`config.mk`:
```
export PLATFORM = sky130hd
export DESIGN_NAME = resistive_touch_sample_sequencer_top_flat
export DESIGN_NICKNAME = d
export VERILOG_FILES = /design/src/design/rtss_pkg.sv /design/src/design/rtss_if.sv /design/src/design/resistive_touch_sample_sequencer_top.sv /design/src/flat_wrapper.sv
export SDC_FILE = /design/constraint.sdc
export NUM_CORES = 1
export LEC_CHECK = 0
export ABC_AREA = 1
export BUFFER_PORTS_ARGS = -buffer_cell sky130_fd_sc_hd__clkbuf_2
export CAP_MARGIN = 25
export CORE_MARGIN = 3
export CORE_UTILIZATION = 35
export CTS_CLUSTER_DIAMETER = 80
export DETAILED_ROUTE_END_ITERATION = 16
export PLACE_DENSITY = 0.5
export SYNTH_ARGS = -nofsm -noshare
export SYNTH_HDL_FRONTEND = slang
export SYNTH_SLANG_ARGS = --single-unit
```
`constraint.sdc`:
```
create_clock -name i_clk -period 16.2 [get_ports i_clk]
set_clock_uncertainty 0.1 [all_clocks]
set_input_delay 1.62 -clock i_clk [delete_from_list [all_inputs] [get_ports i_clk]]
set_output_delay 1.62 -clock i_clk [all_outputs]
set_load 0.1 [all_outputs]
```
`src/design/rtss_pkg.sv`:
```
// Shared constants and types for the resistive touch sample sequencer.
package rtss_pkg;

    localparam int SAMPLE_BITS_DEF = 12;
    localparam int COORD_BITS      = 12;
    localparam int THRESH_BITS     = 12;

    localparam logic [THRESH_BITS-1:0] THRESH_RESET = THRESH_BITS'(12);

    // Sequence phase, one-hot: pressure triple, X triple, Y triple.
    typedef enum logic [8:0] {
        PH_P0 = 9'b000000001,
        PH_P1 = 9'b000000010,
        PH_P2 = 9'b000000100,
        PH_X0 = 9'b000001000,
        PH_X1 = 9'b000010000,
        PH_X2 = 9'b000100000,
        PH_Y0 = 9'b001000000,
        PH_Y1 = 9'b010000000,
        PH_Y2 = 9'b100000000
    } t_phase;

endpackage

```
`src/design/rtss_if.sv`:
```
// Valid/ready channel interfaces: sample requests in, touch result requests out.
interface rtss_sample_if #(
    parameter int SAMPLE_BITS = rtss_pkg::SAMPLE_BITS_DEF
);
    logic                   valid;
    logic                   ready;
    logic [SAMPLE_BITS-1:0] sample;

    modport source (output valid, output sample, input ready);
    modport sink   (input valid, input sample, output ready);
endinterface

interface rtss_result_if;
    logic                            valid;
    logic                            ready;
    logic                            touched;
    logic [rtss_pkg::COORD_BITS-1:0] x_position;
    logic [rtss_pkg::COORD_BITS-1:0] y_position;
    logic [rtss_pkg::COORD_BITS-1:0] pressure;

    modport source (output valid, output touched, output x_position, output y_position,
                    output pressure, input ready);
    modport sink   (input valid, input touched, input x_position, input y_position,
                    input pressure, output ready);
endinterface

```
`src/design/resistive_touch_sample_sequencer_top.sv`:
```
// Top level of the resistive touch sample sequencer.
//
//  channel      | dir | payload                                    | bits
//  -------------+-----+--------------------------------------------+---------------
//  i_sample_if  | in  | sample                                     | SAMPLE_BITS
//  o_result_if  | out | touched, x_position, y_position, pressure  | 1,12,12,12
//  i_cfg_*      | in  | press_threshold (write only)               | 12
//
// One sample request is taken per cycle. A result request shows up on the
// output register in the cycle after the sample that completes the pressure
// triple (no touch) or the Y triple (touch). The input stalls only while a
// result waits untaken and the next sample would complete one of those two
// triples; every other sample is taken even under output back-pressure.
// Reset (synchronous, active low) returns to the first pressure sample and
// sets the threshold to 12.
module resistive_touch_sample_sequencer_top #(
    parameter int SAMPLE_BITS = rtss_pkg::SAMPLE_BITS_DEF
) (
    input  logic                           i_clk,
    input  logic                           i_rst_n,
    rtss_sample_if.sink                    i_sample_if,
    rtss_result_if.source                  o_result_if,
    input  logic                           i_cfg_we,
    input  logic [rtss_pkg::THRESH_BITS-1:0] i_cfg_wdata
);

    localparam int CMP_BITS = (SAMPLE_BITS > rtss_pkg::THRESH_BITS) ?
                              SAMPLE_BITS : rtss_pkg::THRESH_BITS;
    localparam int CB = rtss_pkg::COORD_BITS;

    // Median of three: clamp the larger of the first two by the third,
    // then take the larger of that and the smaller of the first two.
    function automatic logic [SAMPLE_BITS-1:0] mid3(
        input logic [SAMPLE_BITS-1:0] a,
        input logic [SAMPLE_BITS-1:0] b,
        input logic [SAMPLE_BITS-1:0] c
    );
        logic [SAMPLE_BITS-1:0] lo;
        logic [SAMPLE_BITS-1:0] hi;
        lo = (a < b) ? a : b;
        hi = (a < b) ? b : a;
        if (hi > c) begin
            hi = c;
        end
        return (lo > hi) ? lo : hi;
    endfunction

    // Sequence state.
    rtss_pkg::t_phase                r_phase,  n_phase;
    logic [SAMPLE_BITS-1:0]          r_first,  n_first;
    logic [SAMPLE_BITS-1:0]          r_second, n_second;
    logic [SAMPLE_BITS-1:0]          r_press,  n_press;
    logic [SAMPLE_BITS-1:0]          r_x,      n_x;
    logic [rtss_pkg::THRESH_BITS-1:0] r_thresh;

    // Output register.
    logic          r_out_valid, n_out_valid;
    logic          r_touched,   n_touched;
    logic [CB-1:0] r_x_pos,     n_x_pos;
    logic [CB-1:0] r_y_pos,     n_y_pos;
    logic [CB-1:0] r_p_out,     n_p_out;

    logic                   in_ready;
    logic                   in_accept;
    logic                   result_phase;
    logic [SAMPLE_BITS-1:0] med;
    logic                   below;

    // Only the last sample of the pressure or Y triple can produce a result.
    assign result_phase = (r_phase == rtss_pkg::PH_P2) || (r_phase == rtss_pkg::PH_Y2);
    assign in_ready     = !r_out_valid || o_result_if.ready || !result_phase;
    assign in_accept    = i_sample_if.valid && in_ready;

    assign med   = mid3(r_first, r_second, i_sample_if.sample);
    assign below = CMP_BITS'(med) < CMP_BITS'(r_thresh);

    always_comb begin
        n_phase     = r_phase;
        n_first     = r_first;
        n_second    = r_second;
        n_press     = r_press;
        n_x         = r_x;
        n_out_valid = r_out_valid && !o_result_if.ready;
        n_touched   = r_touched;
        n_x_pos     = r_x_pos;
        n_y_pos     = r_y_pos;
        n_p_out     = r_p_out;
        if (in_accept) begin
            unique case (r_phase)
                rtss_pkg::PH_P1: begin
                    n_second = i_sample_if.sample;
                    n_phase  = rtss_pkg::PH_P2;
                end
                rtss_pkg::PH_P2: begin
                    n_press = med;
                    if (below) begin
                        n_out_valid = 1'b1;
                        n_touched   = 1'b0;
                        n_x_pos     = '0;
                        n_y_pos     = '0;
                        n_p_out     = CB'(med);
                        n_phase     = rtss_pkg::PH_P0;
                    end else begin
                        n_phase = rtss_pkg::PH_X0;
                    end
                end
                rtss_pkg::PH_X0: begin
                    n_first = i_sample_if.sample;
                    n_phase = rtss_pkg::PH_X1;
                end
                rtss_pkg::PH_X1: begin
                    n_second = i_sample_if.sample;
                    n_phase  = rtss_pkg::PH_X2;
                end
                rtss_pkg::PH_X2: begin
                    n_x     = med;
                    n_phase = rtss_pkg::PH_Y0;
                end
                rtss_pkg::PH_Y0: begin
                    n_first = i_sample_if.sample;
                    n_phase = rtss_pkg::PH_Y1;
                end
                rtss_pkg::PH_Y1: begin
                    n_second = i_sample_if.sample;
                    n_phase  = rtss_pkg::PH_Y2;
                end
                rtss_pkg::PH_Y2: begin
                    n_out_valid = 1'b1;
                    n_touched   = 1'b1;
                    n_x_pos     = CB'(r_x);
                    n_y_pos     = CB'(med);
                    n_p_out     = CB'(r_press);
                    n_phase     = rtss_pkg::PH_P0;
                end
                default: begin
                    // first pressure sample; a corrupt phase restarts here too
                    n_first = i_sample_if.sample;
                    n_phase = rtss_pkg::PH_P1;
                end
            endcase
        end
    end

    always_ff @(posedge i_clk) begin
        if (!i_rst_n) begin
            r_phase     <= rtss_pkg::PH_P0;
            r_first     <= '0;
            r_second    <= '0;
            r_press     <= '0;
            r_x         <= '0;
            r_thresh    <= rtss_pkg::THRESH_RESET;
            r_out_valid <= 1'b0;
        end else begin
            r_phase     <= n_phase;
            r_first     <= n_first;
            r_second    <= n_second;
            r_press     <= n_press;
            r_x         <= n_x;
            r_out_valid <= n_out_valid;
            if (i_cfg_we) begin
                r_thresh <= i_cfg_wdata;
            end
        end
    end

    // Payload registers, no reset needed.
    always_ff @(posedge i_clk) begin
        r_touched <= n_touched;
        r_x_pos   <= n_x_pos;
        r_y_pos   <= n_y_pos;
        r_p_out   <= n_p_out;
    end

    assign i_sample_if.ready      = in_ready;
    assign o_result_if.valid      = r_out_valid;
    assign o_result_if.touched    = r_touched;
    assign o_result_if.x_position = r_x_pos;
    assign o_result_if.y_position = r_y_pos;
    assign o_result_if.pressure   = r_p_out;

endmodule

```
`src/flat_wrapper.sv`:
```
// flat-port wrapper written by rule: the top's interface ports become plain ports
module resistive_touch_sample_sequencer_top_flat 
#(
    parameter int SAMPLE_BITS = rtss_pkg::SAMPLE_BITS_DEF
)
  (i_clk, i_rst_n, i_cfg_we, i_cfg_wdata, i_sample_if_valid, i_sample_if_sample, i_sample_if_ready, o_result_if_valid, o_result_if_touched, o_result_if_x_position, o_result_if_y_position, o_result_if_pressure, o_result_if_ready);
  rtss_sample_if #(.SAMPLE_BITS(SAMPLE_BITS)) i_sample_if_i ();
  rtss_result_if o_result_if_i ();
  input  logic i_clk;
  input  logic i_rst_n;
  input  logic i_cfg_we;
  input  logic [rtss_pkg::THRESH_BITS-1:0] i_cfg_wdata;
  input wire logic [$bits(i_sample_if_i.valid)-1:0] i_sample_if_valid;
  input wire logic [$bits(i_sample_if_i.sample)-1:0] i_sample_if_sample;
  output wire logic [$bits(i_sample_if_i.ready)-1:0] i_sample_if_ready;
  output wire logic [$bits(o_result_if_i.valid)-1:0] o_result_if_valid;
  output wire logic [$bits(o_result_if_i.touched)-1:0] o_result_if_touched;
  output wire logic [$bits(o_result_if_i.x_position)-1:0] o_result_if_x_position;
  output wire logic [$bits(o_result_if_i.y_position)-1:0] o_result_if_y_position;
  output wire logic [$bits(o_result_if_i.pressure)-1:0] o_result_if_pressure;
  input wire logic [$bits(o_result_if_i.ready)-1:0] o_result_if_ready;
  assign i_sample_if_i.valid = i_sample_if_valid;
  assign i_sample_if_i.sample = i_sample_if_sample;
  assign i_sample_if_ready = i_sample_if_i.ready;
  assign o_result_if_valid = o_result_if_i.valid;
  assign o_result_if_touched = o_result_if_i.touched;
  assign o_result_if_x_position = o_result_if_i.x_position;
  assign o_result_if_y_position = o_result_if_i.y_position;
  assign o_result_if_pressure = o_result_if_i.pressure;
  assign o_result_if_i.ready = o_result_if_ready;
  resistive_touch_sample_sequencer_top #(.SAMPLE_BITS(SAMPLE_BITS)) u_core (.i_clk(i_clk), .i_rst_n(i_rst_n), .i_sample_if(i_sample_if_i), .o_result_if(o_result_if_i), .i_cfg_we(i_cfg_we), .i_cfg_wdata(i_cfg_wdata));
endmodule
```
# Word level (Yosys, flattened, before mapping)
# Cells that the tools add are included.
# totals
output_inout_bits	39
regBits	107
word_cells	57
input_bits	29
# classes
n_eq_ne	9
n_bitwise	1
order_cmp	4
mux	16
n_reduce_logical	16
# op_table
op	count
$mux W12	6
$pmux W12 S2	3
$pmux W9 S8	1
$gt A12 B12 Y1	2
$lt A12 B12 Y1	2
$eq A9 B2 Y1 const B	1
$eq A9 B3 Y1 const B	1
$eq A9 B4 Y1 const B	1
$eq A9 B5 Y1 const B	1
$eq A9 B6 Y1 const B	1
$eq A9 B7 Y1 const B	1
$eq A9 B8 Y1 const B	1
$eq A9 B9 Y1 const B	1
$reduce_and A2 Y1	4
$reduce_or A6 Y1	1
$mux W4	1
$pmux W1 S2	2
$logic_not A1 Y1	3
$logic_or A1 B1 Y1	3
$mux W1	3
$reduce_and A3 Y1	1
$reduce_or A3 Y1	1
$logic_and A1 B1 Y1	2
$ne A2 B1 Y1 const B	1
other kinds (2)	2

# Depth between registers and ports, before layout
# Gate-level depths: netlist of the first run.
# depth
ltp_word	10
depth_mapped	47
mapped_depth_nobuf	44

# Worst setup path after synthesis of the first run
# No wires, ideal clock.
# synth_timing
path_kind	input to register
startpoint	input port i_sample_if_sample[11]
endpoint	register u_core.r_p_out[0], in the netlist u_core.o_result_if.pressure[0], enable pin
arrival_time_ps	6940
required_ps	15656
setup_time_ps	444
slack_ps	8716
stages	27
path_buffers	2
path_cell_list	inv_1 ha_1 nand2_1 nor2_1 and2_1 nand2_1 nand3_1 nand2_1 buf_2 o21ai_2 inv_2 ha_1 a21oi_1 nor2_1 a21oi_1 nand2_1 o21bai_2 inv_1 buf_4 o21ai_4 ha_1 a21oi_1 nor2_1 a211oi_1 o221a_2 nand2_2 a21oi_1
# synth_between
elab_chain_cells	7
# synth_rtl
element	line_no	source
from (decl)	flat_wrapper.sv:14	input wire logic [$bits(i_sample_if_i.sample)-1:0] i_sample_if_sample;
$gt A12 B12 Y1	resistive_touch_sample_sequencer_top.sv:42	if (hi > c) begin
$mux W12 (*)	resistive_touch_sample_sequencer_top.sv:42	
$gt A12 B12 Y1	resistive_touch_sample_sequencer_top.sv:45	return (lo > hi) ? lo : hi;
$mux W12 (*)	resistive_touch_sample_sequencer_top.sv:45	
via u_core.med[5]	resistive_touch_sample_sequencer_top.sv:66	logic [SAMPLE_BITS-1:0] med;
$lt A12 B12 Y1 (*)	resistive_touch_sample_sequencer_top.sv:75	assign below = CMP_BITS'(med) < CMP_BITS'(r_thresh);
$ne A2 B1 Y1 (no source line) (*)	--	
$reduce_and A3 Y1 (no source line) (*)	--	
to (signal assigned)	resistive_touch_sample_sequencer_top.sv:171	r_p_out <= n_p_out;
to (decl)	resistive_touch_sample_sequencer_top.sv:61	logic [CB-1:0] r_p_out, n_p_out;
# Mark *: on every way through the listed nets, which the timed path passes. The rest lies on a longest branch.
# A chain may end at the register's enable or synchronous reset.

# Worst setup path after layout of the first run
# layout_timing
startpoint	register u_core.r_second[5]
endpoint	register u_core.r_y_pos[7], in the netlist u_core.o_result_if.y_position[7], enable pin
# layout_between
elab_chain_cells	9
word_cells_on_any_way	10
cone_classes	4 x order compare; 1 x eq/ne; 4 x mux; 1 x reduce/logical
# layout_rtl
element	line_no	source
from (decl)	resistive_touch_sample_sequencer_top.sv:51	logic [SAMPLE_BITS-1:0] r_second, n_second;
from (signal assigned)	resistive_touch_sample_sequencer_top.sv:156	r_second <= n_second;
$lt A12 B12 Y1	resistive_touch_sample_sequencer_top.sv:40, resistive_touch_sample_sequencer_top.sv:41	
$mux W12	resistive_touch_sample_sequencer_top.sv:41	hi = (a < b) ? b : a;
$gt A12 B12 Y1	resistive_touch_sample_sequencer_top.sv:42	
$mux W12	resistive_touch_sample_sequencer_top.sv:42	
$gt A12 B12 Y1	resistive_touch_sample_sequencer_top.sv:45	
$mux W12 (*)	resistive_touch_sample_sequencer_top.sv:45	
via u_core.med[5]	resistive_touch_sample_sequencer_top.sv:66	
$lt A12 B12 Y1 (*)	resistive_touch_sample_sequencer_top.sv:75	
$ne A2 B1 Y1 (no source line) (*)	--	
$reduce_and A3 Y1 (no source line) (*)	--	
to (signal assigned)	resistive_touch_sample_sequencer_top.sv:170	r_y_pos <= n_y_pos;
to (decl)	resistive_touch_sample_sequencer_top.sv:60	logic [CB-1:0] r_y_pos, n_y_pos;
# Marked as above.

==> results of run 1 <==
[cell type report]
| type | count | area (um2) | share of cell area |
|---|---|---|---|
| flip-flops and latches | 107 | 2510 | 0.361 |
| well taps | 220 | 275 | 0.0396 |
| multi-input cells | 473 | 2830 | 0.407 |
| inverters | 153 | 574 | 0.0826 |
| repair buffers | 71 | 438 | 0.0629 |
| clock buffers | 9 | 225 | 0.0324 |
| clock inverters | 7 | 100 | 0.0144 |
[worst min-delay path: stages (launching register included)]
cell and delay, ns:
dfxtp_1 0.30, inv_1 0.06, a21oi_1 0.06
[routing by layer]
metal,global-route usage,vias up
met5,0,-
met4,0.0577,0
met3,0.0262,14
met2,0.251,78
met1,0.197,2206
li1,-,2579
[registers in the layout (all words and copies together) (netlist names)]
signal	flops
u_core.o_result_if.pressure	12
u_core.o_result_if.touched	1
u_core.o_result_if.valid	1
u_core.o_result_if.x_position	12
u_core.o_result_if.y_position	12
u_core.r_first	12
u_core.r_phase	9
u_core.r_press	12
u_core.r_second	12
u_core.r_thresh	12
u_core.r_x	12
[worst min path at each step]
stage                                     end  slack [ns]  cells after the start
after floorplan            u_core.r_thresh[5]        0.34                      2
after global placement    u_core.r_thresh[10]        0.36                      2
after detailed placement  u_core.r_thresh[10]        0.36                      2
after CTS                 u_core.r_thresh[10]        0.37                      2
after global routing      u_core.r_thresh[10]        0.39                      2
final                     u_core.r_thresh[10]        0.37                      2
[logic make-up after synthesis]
kind of cell               Yosys count  share of synthesized area
AOI/OAI and AO/OA                  211                      0.208
and+or+nand+nor                    216                      0.158
DFF                                107                      0.410
buffers and inverters              184                      0.129
adders and majority gates           46                     0.0940
[stage by stage]
step	instance area [um2]	power, uW
detailed placement	6610	614
global placement	6530	591
CTS	6940	854
global route	6960	908
floorplan	6120	547
finish	6960	848
[cell usage in the layout, fill, tap and decap left out, types with 2 or more instances in the layout]
cell | netlist | final
a21oi_1 | 82 | 81
o21ai_1 | 53 | 53
nand3_1 | 11 | 11
nand3b_1 | 2 | 2
nand4_1 | 5 | 5
nand2_2 | 24 | 24
inv_2 | 25 | 25
nor2_2 | 4 | 4
o21ai_2 | 23 | 23
inv_6 | 0 | 3
nand2_1 | 103 | 103
clkbuf_16 | 0 | 9
ha_1 | 46 | 46
nor2_1 | 50 | 50
inv_1 | 128 | 128
a21oi_2 | 4 | 4
o21ai_0 | 36 | 36
clkbuf_2 | 1 | 67
o21ai_4 | 9 | 9
and2_1 | 2 | 2
nor3_1 | 9 | 9
buf_16 | 0 | 3
nand3_2 | 2 | 2
edfxtp_1 | 37 | 37
nand2_4 | 3 | 3
dfxtp_1 | 70 | 70
[power by group]
part	internal (uW)	switching, uW	total, uW
clock network	126	112	239
logic	104	210	314
registers	290	5.36	296
==> flow_summary_export.csv, run 1 <==
group,metric,value,unit
outcome,outcome,"finished clean",
worst_setup_path,cp.arrival,7.39,ns
timing,fin_crit_sh,0.459,
timing,setup_ws,8.77,ns
clock_network,ctsResizeCount,0,
placed_design,dp_hpwl,10.7,mm
route,wl_met1,6.92,mm
worst_setup_path,cp_num_cells,36,
route,met3_length,440,um
min_path,min_path_type,"reg -> reg",
worst_setup_path,critPathMaxFanout,45,
timing,finalSetupTns,0,ns
route,drtIter0Drc,282,
worst_setup_path,crit_start,"u_core.r_second[5]",
logic_synthesis,yosysSeqAreaShare,0.410,
worst_setup_path,crit_required,16.17,ns
logic_synthesis,ys_async_sr_fraction,0,
cells_and_area,final_cell_count_no_fill,1040,
grt,antenna_found_initial,0,
placed_design,gp_congestion,0.826,
timing,hold_violations,0,
placed_design,dp.cells,1023,
worst_setup_path,cp-start-kind,"register",
logic_synthesis,yosysMostFrequentCell,"inv_1",
grt,grt_usage,0.151,
clock_network,path_clk_slew,0.07,ns
power,peakVddDrop,0.0000558,V
grt,grt_pass1_wl,23.7,mm
timing,finalSetupViolCount,0,
placed_design,preCtsSetupSlack,8.31,ns
logic_synthesis,ys_ff_latch,107,
cells_and_area,final_net_count,890,
power,p_leak,0.00311,uW
logic_synthesis,synth.avg_cell_area,8.02,um2
die,row_count,47,
logic_synthesis,yosysWarnings,0,
timing,rsz0062_at_grt,"no",
cells_and_area,syn_to_final_growth,13.6,%
logic_synthesis,synthFlopType,"dfxtp_1",
worst_setup_path,reg2reg_slack,8.77,ns
power,power.density,122,nW/um2
clock_network,cts_setup_buffers,0,
clock_network,clockBufferDepth,2,
route,route.detailed.drc,0,
logic_synthesis,netlist_instances,764,
worst_setup_path,reg2reg_depth,36,
worst_setup_path,crit_end,"u_core.o_result_if.y_position[7]",
logic_synthesis,yosysTopAreaCellShare,0.229,
worst_setup_path,endpoint_kind,"register",
logic_synthesis,syn_area,6120,um2
worst_setup_path,path_buf_inv,6,
grt,grt_pass1_vias,4793,
die,ios,68,
grt,grt_overflow,0,
route,wl_met2,6.51,mm
logic_synthesis,synth_top_area_cell,"dfxtp_1",
timing,relSlewSlack,0.361,
logic_synthesis,yosys-top-cells-count,"128 x inv_1, 103 x nand2_1, 82 x a21oi_1",
flow_run,drv_cap,0,
clock_network,root_buffer,"clkbuf_16",
route,num_vias,4877,
logic_synthesis,synth-edff-count,37,
route,routed_wl,14.1,mm
logic_synthesis,ys_top_cells_by_area,"dfxtp_1 23%, edfxtp_1 18%, ha_1 9.4%, inv_1 7.8%, a21oi_1 6.7%",
clock_network,cts_buffers,9,
clock_network,tritoncts,"done",
cells_and_area,final_layout_size_suffix_gt1_frac,0.224,
die,fp.dieH,138,um
worst_setup_path,crit_type,"reg -> reg",
grt,grt_max_degree,52,
die,core,16900,um2
die,die-width,138,um
route,first_pass_iters,5,
route,antenna_left,0,
clock_network,htree_levels,3,
logic_synthesis,synthesis.nets,839,
route,detail_route.wl_per_cell,13.6,um
worst_setup_path,max_stage_delay,0.54,ns
logic_synthesis,synth_cell_type_count,34,
cells_and_area,antennaDiodeCount,0,
timing,whs,0.371,ns
placed_design,portBuffers,67,
timing,min_period,7.43,ns
clock_network,cts_hold_buf,0,
worst_setup_path,cpMostUsedCell,"nand2_1",
timing,drv_slew,0,
route,vias_per_cell,4.69,
clock_network,clock_sinks,107,
worst_setup_path,crit_family,"compound AO/OA/AOI/OAI gates",
min_path,hold_start,"u_core.r_thresh[10]",
route,dr.max_layer_used,"met4",
die,die_area,19100,um2
clock_network,clkLatencyLatePin,0.35,ns
worst_setup_path,cp_slowest_cell,"nand2_1",
timing,tightestPinTransition,0.955,ns
cells_and_area,fillers,1709,
die,initial_core_util,0.363,
cells_and_area,final_util,0.412,
worst_setup_path,timing.rr.end,"u_core.o_result_if.y_position[7]",
timing,max_freq,0.135,GHz
worst_setup_path,rr_startpoint,"u_core.r_second[5]",
Note: power is estimated with default switching activity, not from simulation.
==> run 2, diff against run 1 <==
- ABC_AREA: 1 -> 0
- clock period: 16.2 -> 7.6 ns (I/O delays scaled with it)
==> run 2 against run 1 <==
Against the previous run: critical path depth fell by 2; fmax grew 2.6%; wire length up 2.2%; area after synthesis fell by 5.0%; via count decreased by 5.7%; flip-flop and latch count stayed put; critical endpoint is now u_core.o_result_if.touched.
==> flow_summary_export.csv, run 2 <==
group,metric,value,unit
timing,relSlewSlack,0.326,
worst_setup_path,cpMostUsedCell,"buf_4",
clock_network,clockBufferDepth,2,
placed_design,placed_area,6530,um2
flow_run,drv_cap,0,
die,initial_core_util,0.362,
power,power.density,248,nW/um2
clock_network,path_clk_slew,0.07,ns
logic_synthesis,synth.avg_cell_area,9.13,um2
logic_synthesis,synth_top_family_by_area,"simple AND/OR/NAND/NOR gates",
die,die-width,135,um
grt,grt_usage,0.158,
cells_and_area,syn_to_final_growth,21.7,%
placed_design,dp_hpwl,10.8,mm
worst_setup_path,endpoint_kind,"register",
timing,tightestPinTransition,1.01,ns
logic_synthesis,synth-compound-area-share,0.140,
worst_setup_path,crit_family,"compound AO/OA/AOI/OAI gates",
logic_synthesis,ys_ff_latch,107,
timing,max_freq,0.138,GHz
grt,grt_pass1_vias,4375,
grt,grt_overflow,0,
die,fp.dieH,135,um
logic_synthesis,yosys-top-cells-count,"132 x nor2_1, 70 x dfxtp_1, 66 x a21oi_1",
cells_and_area,final_layout_size_suffix_gt1_frac,0.231,
cells_and_area,final_area,7080,um2
timing,min_period,7.24,ns
worst_setup_path,cp.arrival,7.21,ns
worst_setup_path,critPathMaxFanout,9,
logic_synthesis,synth-xor-area-share,0.00301,
logic_synthesis,yosys.area_share.simple,0.158,
worst_setup_path,crit_required,7.57,ns
timing,drv_slew,0,
die,core,16100,um2
timing,finalSetupViolCount,0,
logic_synthesis,ys_async_sr_fraction,0,
placed_design,gp_congestion,0.908,
logic_synthesis,synth_cell_type_count,53,
clock_network,cts_hold_buf,0,
power,peakVddDrop,0.000121,V
logic_synthesis,yosysSeqAreaShare,0.432,
logic_synthesis,yosysTopAreaCellShare,0.241,
clock_network,cts_buffers,9,
logic_synthesis,yosysWarnings,0,
timing,finalSetupTns,0,ns
route,num_vias,4598,
route,routed_wl,14.4,mm
min_path,min_path_type,"reg -> reg",
worst_setup_path,cp-start-kind,"register",
logic_synthesis,yosysMostFrequentCell,"nor2_1",
clock_network,root_buffer,"clkbuf_16",
clock_network,htree_levels,3,
logic_synthesis,ys_top_cells_by_area,"dfxtp_1 24%, edfxtp_1 19%, ha_1 9.9%, nor2_1 8.5%, mux2i_1 7.9%",
logic_synthesis,synthesis.nets,712,
logic_synthesis,synthMuxAreaShare,0.102,
outcome,outcome,"finished clean",
power,p_total,1760,uW
route,vias_per_cell,4.88,
clock_network,clkLatencyLatePin,0.36,ns
die,ios,68,
cells_and_area,layout_commonest_cell,"nor2_1",
worst_setup_path,max_stage_delay,0.45,ns
clock_network,tritoncts,"done",
route,antenna_left,0,
route,detail_route.wl_per_cell,15.3,um
route,route.detailed.drc,0,
logic_synthesis,netlist_instances,637,
cells_and_area,final_cell_count_no_fill,943,
logic_synthesis,syn_area,5820,um2
logic_synthesis,synth-edff-count,37,
die,die_area,18200,um2
cells_and_area,final_net_count,797,
worst_setup_path,crit_type,"reg -> reg",
grt,antenna_found_initial,0,
clock_network,clock_sinks,107,
grt,grt_pass1_wl,22.9,mm
route,first_pass_iters,4,
placed_design,dp.cells,913,
logic_synthesis,synth_fa_ha_area_frac,0.0989,
die,row_count,46,
timing,hold_violations,0,
grt,grt_max_degree,41,
cells_and_area,antennaDiodeCount,0,
worst_setup_path,reg2reg_slack,0.36,ns
route,drtIter0Drc,247,
logic_synthesis,synthFlopType,"dfxtp_1",
worst_setup_path,cp_slowest_cell,"o31a_2",
placed_design,portBuffers,67,
worst_setup_path,path_buf_inv,10,
cells_and_area,layout_common_cells,"132 x nor2_1, 69 x dfxtp_1, 67 x clkbuf_2",
timing,fin_crit_sh,0.953,
power,p_leak,0.00318,uW
logic_synthesis,synth_top_area_cell,"dfxtp_1",
==> run 2: layer usage <==
layer / part of all wire / global-route usage / vias to the layer above / wire length (um)
met4: 0.016 / 0.0543 / 0 / 235
met1: 0.50 / 0.225 / 2122 / 7230
met3: 0.031 / 0.0238 / 14 / 452
li1: - / - / 2384 / -
met5: 0 / 0 / - / 0
met2: 0.45 / 0.245 / 78 / 6490
==> run 2: power by group <==
| group | switching, uW | internal, uW | leakage, uW |
|---|---|---|---|
| logic | 369 | 265 | 0.00211 |
| clock network | 229 | 272 | 0.000154 |
| registers | 12.2 | 611 | 0.000911 |
| total | 610 | 1150 | 0.00318 |
==> run 2: worst paths after layout <==
path	startpoint	to	depth (start not counted)
setup / recovery	u_core.r_second[4]	u_core.o_result_if.touched	34
setup reg to reg	u_core.r_second[4]	u_core.o_result_if.touched	34
hold / removal	u_core.r_press[0]	u_core.r_press[0]	2
hold reg to reg	u_core.r_press[0]	u_core.r_press[0]	2
==> run 2: what timing repair did <==
item | in CTS | in global routing
setup endpoints to repair | 0 | 40
setup buffers | 0 | 9
resized for setup | 0 | 21
==> run 2: final cells by class <==
| class | instances | area [um2] |
|---|---|---|
| Clock buffer | 10 | 239 |
| Fill cell | 1600 | 8980 |
| Timing Repair Buffer | 106 | 741 |
| Sequential cell | 107 | 2510 |
| Multi-Input combinational cell | 435 | 3000 |
| Inverter | 63 | 236 |
| Tap cell | 216 | 270 |
| Clock inverter | 6 | 82.6 |
==> run 2: cell families (layout without fill, tap and decap cells) <==
group / count (synthesis) / after routing
AO/OA/AOI/OAI: 123 / 123
XOR/XNOR: 2 / 2
multiplexers: 58 / 58
flip-flops: 107 / 107
AND/OR/NAND/NOR: 206 / 206
adder cells (fa/ha/maj): 46 / 46
buffers and inverters: 95 / 185
==> run 2: worst register-to-register path: cells and delay by family, from the launching register on <==
| family | cells | cell delay (ns) |
|---|---|---|
| fa+ha+maj | 4 | 1.10 |
| buf+inv | 10 | 1.42 |
| simple gates | 4 | 0.40 |
| compound gates | 14 | 3.08 |
| flops | 1 | 0.39 |
| mux | 2 | 0.48 |
==> run 2: metrics by stage <==
step           hold WS (ns)  setup WS (ns)  utilization
6_report              0.387          0.360        0.441
5_1_grt               0.418        -0.0618        0.441
4_1_cts               0.389         0.0592        0.426
3_5_place_dp          0.379         0.0762        0.406
3_3_place_gp          0.373          0.340        0.403
2_1_floorplan         0.350         0.0784            -
==> run 3, diff against run 2 <==
- GPL_TIMING_DRIVEN: default -> 0
- PLACE_DENSITY: 0.5 -> 0.52
- clock period: 7.6 -> 6.3 ns (I/O delays scaled with it)
==> run 3 against run 2 <==
Against the previous run: the flow now finishes with violations (negative setup slack); first-iteration DRC count grew 3.6%; non-clock buffer count up 33; combinational power rose by 56%; count of clock-buffer cells in the layout is 1 lower; sequential share of layout area decreased by 2.8 points; core utilization rose by 4.2 points; die area unchanged; register-to-register slack got worse by 1.3 ns; critical path type unchanged; critical endpoint is now u_core.o_result_if.pressure[6]; highest routed layer unchanged.
==> flow_summary_export.csv, run 3 (synthesis gave the netlist of run 2 again) <==
group,metric,value,unit
clock_network,clockBufferDepth,2,
min_path,worstHoldPathCells,2,
cells_and_area,multi_input_area,3450,um2
min_path,min_path_type,"reg -> reg",
timing,max_freq,0.138,GHz
worst_setup_path,reg2reg_depth,35,
cells_and_area,seq_area,2530,um2
cells_and_area,fillers,1502,
cells_and_area,final_util,0.483,
die,die_area,18200,um2
worst_setup_path,reg2reg_slack,-0.97,ns
power,peakVddDrop,0.000180,V
route,detail_route.wl_per_cell,17.0,um
timing,finalSetupViolCount,40,
worst_setup_path,crit_type,"reg -> reg",
worst_setup_path,critPathMaxFanout,8,
cells_and_area,layout_common_cells,"131 x nor2_1, 65 x clkbuf_2, 58 x inv_1",
worst_setup_path,cp-start-kind,"register",
outcome,outcome,"finished with violations",
route,met3_length,754,um
die,core,16100,um2
route,wl_met1,7.57,mm
timing,drv_slew,0,
route,wl_met2,7.82,mm
die,die-width,135,um
clock_network,tritoncts,"done",
die,row_count,46,
clock_network,path_clk_slew,0.07,ns
clock_network,cts_hold_buf,0,
worst_setup_path,crit_required,6.28,ns
route,vias_per_cell,5.04,
clock_network,clkLatencyLatePin,0.36,ns
die,ios,68,
clock_network,htree_levels,3,
clock_network,cts_buffers,9,
clock_network,clock_sinks,107,
worst_setup_path,cp.arrival,7.25,ns
timing,hold_violations,0,
worst_setup_path,max_stage_delay,0.52,ns
cells_and_area,final_net_count,830,
placed_design,dp_hpwl,11.5,mm
grt,grt_pass1_wl,25.4,mm
cells_and_area,antennaDiodeCount,0,
grt,grt_usage,0.182,
min_path,worstHoldEndpoint,"u_core.r_x[9]",
route,num_vias,4916,
worst_setup_path,endpoint_kind,"register",
grt,antenna_found_initial,0,
route,routed_wl,16.6,mm
route,route.detailed.drc,0,
cells_and_area,final_layout_size_suffix_gt1_frac,0.316,
grt,grt_pass1_vias,4657,
worst_setup_path,cpMostUsedCell,"ha_4",
cells_and_area,layout_commonest_cell,"nor2_1",
timing,min_period,7.27,ns
route,antenna_left,0,
placed_design,gp_congestion,0.840,
outcome,violations,"negative setup slack",
worst_setup_path,cp_slowest_cell,"a2111oi_4",
worst_setup_path,rr_startpoint,"u_core.r_second[5]",
timing,rsz0062_at_grt,"yes",
route,drtIter0Drc,256,
die,fp.dieH,135,um
cells_and_area,syn_to_final_growth,33.3,%
min_path,hold_start,"u_core.r_x[9]",
worst_setup_path,timing.rr.end,"u_core.o_result_if.pressure[6]",
timing,whs,0.394,ns
timing,relSlewSlack,0.510,
power,power.density,301,nW/um2
flow_run,drv_cap,0,
route,first_pass_iters,5,
grt,grt_max_degree,20,
route,dr.max_layer_used,"met4",
die,initial_core_util,0.362,
timing,fin_crit_sh,1.15,
placed_design,portBuffers,65,
clock_network,root_buffer,"clkbuf_16",
grt,grt_overflow,0,
power,p_leak,0.00335,uW
timing,setup_ws,-0.972,ns
timing,tightestPinTransition,0.724,ns
## run 3: cell types whose count changed in the layout (fill, tap and decap cells not counted), sizes merged
cell      previous run  this run
inv                 65        66
buf                 37        52
clkinv               2         1
clkbuf              79        96
clkinvlp             1         2
## run 3: layout make-up
| type | count | share of cell area |
|---|---|---|
| buffer | 32 | 0.0291 |
| clock buffer | 9 | 0.0291 |
| clock inverter | 7 | 0.0105 |
| inverter | 63 | 0.0305 |
| multi-input combinational | 435 | 0.445 |
| sequential | 107 | 0.327 |
| tap | 216 | 0.0349 |
| timing repair buffer | 107 | 0.0936 |
## run 3: per-layer routing
layer,up-vias,GRT usage
met1,2313,0.243
met3,27,0.0265
met2,133,0.296
li1,2443,-
met5,-,0
met4,0,0.0758
## run 3: repair_timing
item,4_1_cts,5_1_grt
endpoints found under the setup margin,40,40
gates resized for setup,43,45
cloned,3,1
pin swaps,17,18
setup buffers,24,15
## run 3: metrics by stage
step	power, uW	cell area (um2)	setup WS, ns	setup TNS (ns)	cells
after floorplan	1310	6030	-0.653	-24.17	637
after detailed placement	1510	6660	-1.85	-68.78	919
after CTS	2230	7440	-1.05	-39.81	962
after global placement	1500	6630	-2.09	-80.23	918
final	2340	7750	-0.972	-37.03	976
after global routing	2460	7750	-1.22	-46.89	976
## run 3: worst max path at each step
stage	startpoint	end	slack, ns	cells after the start
2_1_floorplan	u_core.r_second[5]	u_core.o_result_if.pressure[0]	-0.65	34
3_3_place_gp	u_core.r_first[4]	u_core.o_result_if.y_position[7]	-2.09	32
3_5_place_dp	u_core.r_first[4]	u_core.o_result_if.y_position[5]	-1.85	33
4_1_cts	u_core.r_second[1]	u_core.o_result_if.y_position[5]	-1.05	35
5_1_grt	u_core.r_second[5]	u_core.o_result_if.x_position[11]	-1.22	35
6_report	u_core.r_second[5]	u_core.o_result_if.pressure[6]	-0.97	35
## run 3: where the power goes
part	switching, uW	leakage [uW]	internal, uW
Clock	274	0.000146	315
Sequential	16.7	0.000918	739
Combinational	557	0.00229	435
Total	848	0.00335	1490
## run 3: worst max-delay path: cells and delay by family (launching register included)
| family | cells | cell delay, ns |
|---|---|---|
| AOI/OAI and AO/OA | 15 | 2.82 |
| adders and majority gates | 4 | 0.97 |
| buffers and inverters | 9 | 1.27 |
| DFF | 1 | 0.35 |
| muxes | 2 | 0.53 |
| and+or+nand+nor | 5 | 0.93 |
